--- src/design/pfbw_pkg.sv ---
// shared types and constants for the paged framebuffer pixel writer
// no dependencies; used by every module of the block and by its checker
package pfbw_pkg;

  // parameter defaults
  localparam int PANEL_COLUMNS_DEF = 128;
  localparam int PANEL_ROWS_DEF    = 250;
  localparam int MAX_PAGE_ROWS_DEF = 32;

  // request kinds carried in in_tuser
  localparam int          FUNC_W     = 2;
  localparam logic [1:0]  FUNC_DRAW  = 2'd0;
  localparam logic [1:0]  FUNC_CLEAR = 2'd1;
  localparam logic [1:0]  FUNC_READ  = 2'd2;

  // configuration register indexes
  localparam int          CFG_IDX_W    = 2;
  localparam int          CFG_DATA_W   = 6;
  localparam logic [1:0]  REG_ROTATION = 2'd0;
  localparam logic [1:0]  REG_FLIP     = 2'd1;
  localparam logic [1:0]  REG_ROWS     = 2'd2;
  localparam logic [1:0]  REG_BG       = 2'd3;

  // configuration reset values
  localparam logic [1:0]  RST_ROTATION = 2'd0;
  localparam logic [1:0]  RST_FLIP     = 2'd0;
  localparam logic [5:0]  RST_ROWS     = 6'd16;
  localparam logic [1:0]  RST_BG       = 2'd1;

  // input tdata layout, lowest field first
  localparam int COORD_W   = 11;
  localparam int COLOR_W   = 2;
  localparam int PAGE_W    = 5;
  localparam int BADDR_W   = 9;
  localparam int X_LSB     = 0;
  localparam int Y_LSB     = X_LSB + COORD_W;
  localparam int COLOR_LSB = Y_LSB + COORD_W;
  localparam int PAGE_LSB  = COLOR_LSB + COLOR_W;
  localparam int BADDR_LSB = PAGE_LSB + PAGE_W;
  localparam int PLANE_LSB = BADDR_LSB + BADDR_W;
  localparam int IN_DATA_W = ((PLANE_LSB + 1 + 7) / 8) * 8;
  localparam int OUT_DATA_W = 8;

  // window and panel constants
  localparam int ROW_W       = 9;
  localparam int ROW_LIMIT   = 511;
  localparam int COLUMN_SKIP = 7;
  localparam int CALC_W      = 15;
  localparam logic [7:0] BYTE_ONES = 8'hFF;

  // plane store control
  typedef struct packed {
    logic wr_en;
    logic rd_en;
  } pfbw_mem_ctl_t;

endpackage

--- src/design/pfbw_alu.sv ---
// shared add/subtract unit stepped by the sequencer for every coordinate step
// depends on pfbw_pkg for the datapath width
module pfbw_alu (
  input  logic [pfbw_pkg::CALC_W-1:0] a,
  input  logic [pfbw_pkg::CALC_W-1:0] b,
  input  logic                        sub,
  output logic [pfbw_pkg::CALC_W-1:0] sum
);
  import pfbw_pkg::*;

  logic [CALC_W-1:0] b_op;

  // two's complement subtract: invert b and carry in one
  assign b_op = sub ? ~b : b;
  assign sum  = a + b_op + CALC_W'(sub);

endmodule

--- config.mk ---
export PLATFORM = sky130hd
export DESIGN_NAME = pfbw_alu
export DESIGN_NICKNAME = d
export VERILOG_FILES = /design/src/design/pfbw_pkg.sv /design/src/design/pfbw_alu.sv
export SDC_FILE = /design/constraint.sdc
export NUM_CORES = 1
export LEC_CHECK = 0
export ABC_AREA = 0
export BUFFER_PORTS_ARGS = -buffer_cell sky130_fd_sc_hd__buf_2
export CORE_UTILIZATION = 48
export DETAILED_ROUTE_END_ITERATION = 6
export MAX_ROUTING_LAYER = met4
export PLACE_DENSITY = 0.86
export SYNTH_ARGS = -nofsm -noshare
export SYNTH_HDL_FRONTEND = slang
export SYNTH_SLANG_ARGS = --single-unit
--- constraint.sdc ---
create_clock -name vclk -period 5
set_input_delay 1.25 -clock vclk [all_inputs]
set_output_delay 1.25 -clock vclk [all_outputs]
set_load 0.02 [all_outputs]
Word level (Yosys, flattened, before mapping):

Cells that the tools add are included.

* bits in registers: 0
* input bits: 31
* output and inout bits: 15
* logic and storage cells: 4

* add/sub/neg operators: 2
* muxes and demuxes: 1
* bitwise logic cells: 1

Operators by type and width (number)
* $add A15 B1 Y15: 1
* $add A15 B15 Y15: 1
* $mux W15: 1
* $not A15 Y15: 1

Depth between registers and ports, before layout:

* depth in word-level cells: 4
* mapped depth: 9
* gate-level depth less buffers: 7

Worst setup path before layout:

No wires, ideal clock.

* kind: input port to output port
* from: input port sub
* to: output port sum[13] (netlist name)
* data arrival time: 3.479 ns
* data required time: 3.750 ns
* slack: 0.271 ns
* stages on the path: 9
* buffers on the path: 2
* cells stage by stage: buf_6 > clkbuf_1 > xor2_1 > ha_1 > a21o_1 > a311oi_4 > o41ai_2 > a21oi_2 > xnor2_1

* cells in the longest elaborated chain, start to end: 3

Ends and longest elaborated chain
* start, declared: RTL line pfbw_alu.sv:6 `input logic sub,`
* $mux W15: RTL line pfbw_alu.sv:14 `assign b_op = sub ? ~b : b;`
* $add A15 B15 Y15: RTL line pfbw_alu.sv:15 `assign sum = a + b_op + CALC_W'(sub);`
* $add A15 B1 Y15 *: RTL line pfbw_alu.sv:15
* end, declared: RTL line pfbw_alu.sv:7 `output logic [pfbw_pkg::CALC_W-1:0] sum`

Mark *: on every way between the ends. The rest lies on a longest branch, timed or not.

Worst setup path after layout:

* from: input port sub
* to: output port sum[12] (netlist name)

Same word-level chain as after synthesis.

==> metrics.txt <==
I/O pin count 46; std cell rows 14; ratio of cells with drive above 1 in the final layout between 30% and 40%; total routing resource utilization after global routing a little over a fifth; design area 1077 um^2; number of optimization iterations in the first detailed-route pass 6; violations in the final reports DRC; power density over the cells about 230 nW/um^2; via count of the first global-routing pass 795; measured slew at the worst slew-check pin 0.4021 ns; total via count in the routed design a little over 900; residual DRC count 2; count of max-cap constraint violations 0; Total Nets Final between 150 and 200; number of nets with antenna violations after routing 0; Setup Buffers After CTS 0; count of instances resized after the clock tree is built 0; routed wire length around 2.0 mm; number of I/O port buffers between 40 and 50; DR WL met2 between 1 and 1.5 mm; diode count 0; cell type with the largest total area after synthesis sky130_fd_sc_hd__ha_1; number of hold violations in the final report 0; final number of max-transition violations 0; vias per cell approximately 5.6; Seq Cell Count 0; core area between 1500 and 2000 um^2; Syn Nets roughly 150; Clock buffer cells 0; largest cells by area after synthesis sky130_fd_sc_hd__ha_1, sky130_fd_sc_hd__xor2_1, sky130_fd_sc_hd__xnor2_1; post-placement cell count approximately 160; top routing layer in use met3; hold-fix buffer count after cts 0; worst setup slack before clock tree synthesis slightly below 0.3 ns; fillcell total 140; top fanout value on the critical path 8; critical hold path startpoint a[0]; Die Height ~44 um; Wirelength per Cell approximately 12 um; path category of the worst min-delay check input pin to output pin; portion of the post-synthesis area used by sequential elements 0%; number of different library cells in the post-synthesis netlist 29; Chip Width around 44 um; routed length on met1 ~870 um; area added between synthesis and finish 29.09%; synthesized area divided by synthesized cell count ~8.3 um^2; post-route worst setup slack approximately 0.27 ns; cell count after synthesis around 100; initial standard-cell utilization of the core between 50% and 60%; gp weighted congestion about 0.8; post-route clock period utilization a little over nine tenths; Setup crit start kind input pin; clock period minus worst slack 4.735 ns; Setup Viol. Count Final 0; timing-limited maximum frequency between 200 and 250 MHz; global-route wire length before repair between 3 and 4 mm; endpoint required time on the critical path 3.75 ns; Yosys top cell area share 22.49%; filler-free cell count of the finished design between 150 and 200; length of routed met3 wiring ~70 um; TNS Setup 0 ns; outcome finished, violations left; category of the critical setup timing path input pin to output pin; number of cells on the worst hold path 3; most numerous cell types in the synthesized netlist sky130_fd_sc_hd__xor2_1, sky130_fd_sc_hd__ha_1, sky130_fd_sc_hd__a21oi_1; most instantiated library cell after synthesis sky130_fd_sc_hd__xor2_1; Worst Path Arrival around 3.5 ns; number of antenna violations at the first check in global routing 0; total congestion overflow after global routing 0; Total Die Area 1909 um^2; FF/Latch Area 0 um^2; maximum number of pins on one net before global-route repair 9; RSZ-0062 raised after global routing no; Hold EP sum[0]; type of destination of the critical path output pin; DRT iter0 DRCs 13; Synth Warn # 0; Worst slew margin between 70 and 80%; DP Area 1077 um^2; Detailed Place HPWL between 1.5 and 2 mm; worst IR drop on VDD roughly 0.00014 V; static leakage power 0.5582 nW; Mapped Area 834.6 um^2
[layout make-up]
class                      count  area, um^2  share of cell area, %
timing repair buffer          47       237.7                  22.07
multi-input combinational     98       815.8                  75.73
tap                           16       20.02                  1.858
inverter                       1       3.754                 0.3484
[power breakdown]
| part | switching [W] | internal, W | total [W] |
|---|---|---|---|
| Clock | 0 | 0 | 0 |
| Combinational | 0.000146 | 0.000102 | 0.000248 |
| Sequential | 0 | 0 | 0 |
[metal layers]
metal / global-route usage [%] / vias to the layer above
li1: - / 466
met1: 26.63 / 418
met2: 39.40 / 21
met3: 0.8333 / 0
met4: 0 / 0
met5: - / -
[placed cells by master (no fill, tap or decap), drive strengths merged]
cell type  count
xnor2          9
a311oi         3
buf           47
mux2           1
a31oi          1
o41ai          1
xor2          19
a21oi         12
a21o           5
o21bai         1
o21ai          5
o311ai         1
a211o          1
ha            15
inv            1
o31ai          2
nor2           6
fa             1
or2            1
or4            1
nand2          6
o22ai          1
a31o           1
nand3          1
o21a           4
[worst max-delay path by stage]
stage / startpoint / end / slack [ns]
2_1_floorplan: sub / sum[13] / 0.27
3_3_place_gp: sub / sum[12] / 0.32
3_5_place_dp: sub / sum[12] / 0.29
4_1_cts: sub / sum[12] / 0.28
5_1_grt: sub / sum[12] / 0.16
6_report: sub / sum[12] / 0.27
[critical path: stages]
cell	delay, ns
sky130_fd_sc_hd__buf_2	0.17
sky130_fd_sc_hd__mux2_4	0.32
sky130_fd_sc_hd__fa_1	0.43
sky130_fd_sc_hd__a211o_1	0.31
sky130_fd_sc_hd__a311oi_2	0.37
sky130_fd_sc_hd__o31ai_1	0.13
sky130_fd_sc_hd__a21oi_1	0.19
sky130_fd_sc_hd__xnor2_1	0.13
sky130_fd_sc_hd__buf_2	0.18
[metrics by stage]
stage          power (W)  hold WS (ns)  util (%)
6_report       0.0002478         2.804     69.10
5_1_grt        0.0002679         2.818     69.10
4_1_cts        0.0002485         2.805     69.10
3_5_place_dp   0.0002476         2.801     69.10
3_3_place_gp   0.0002433         2.800     69.10
2_1_floorplan  0.0001812         2.624         -
[logic make-up (layout without fill, tap and decap cells)]
group,count (synthesis),after routing,share of synthesized area [%]
AOI/OAI and AO/OA,38,38,34.04
xor gates and xnor gates,28,28,29.39
adders and majority gates,16,16,24.89
buffers and inverters,3,48,2.248
muxes,1,1,1.799
and+or+nand+nor,15,15,7.646
Power figures use the tool's default switching activity.
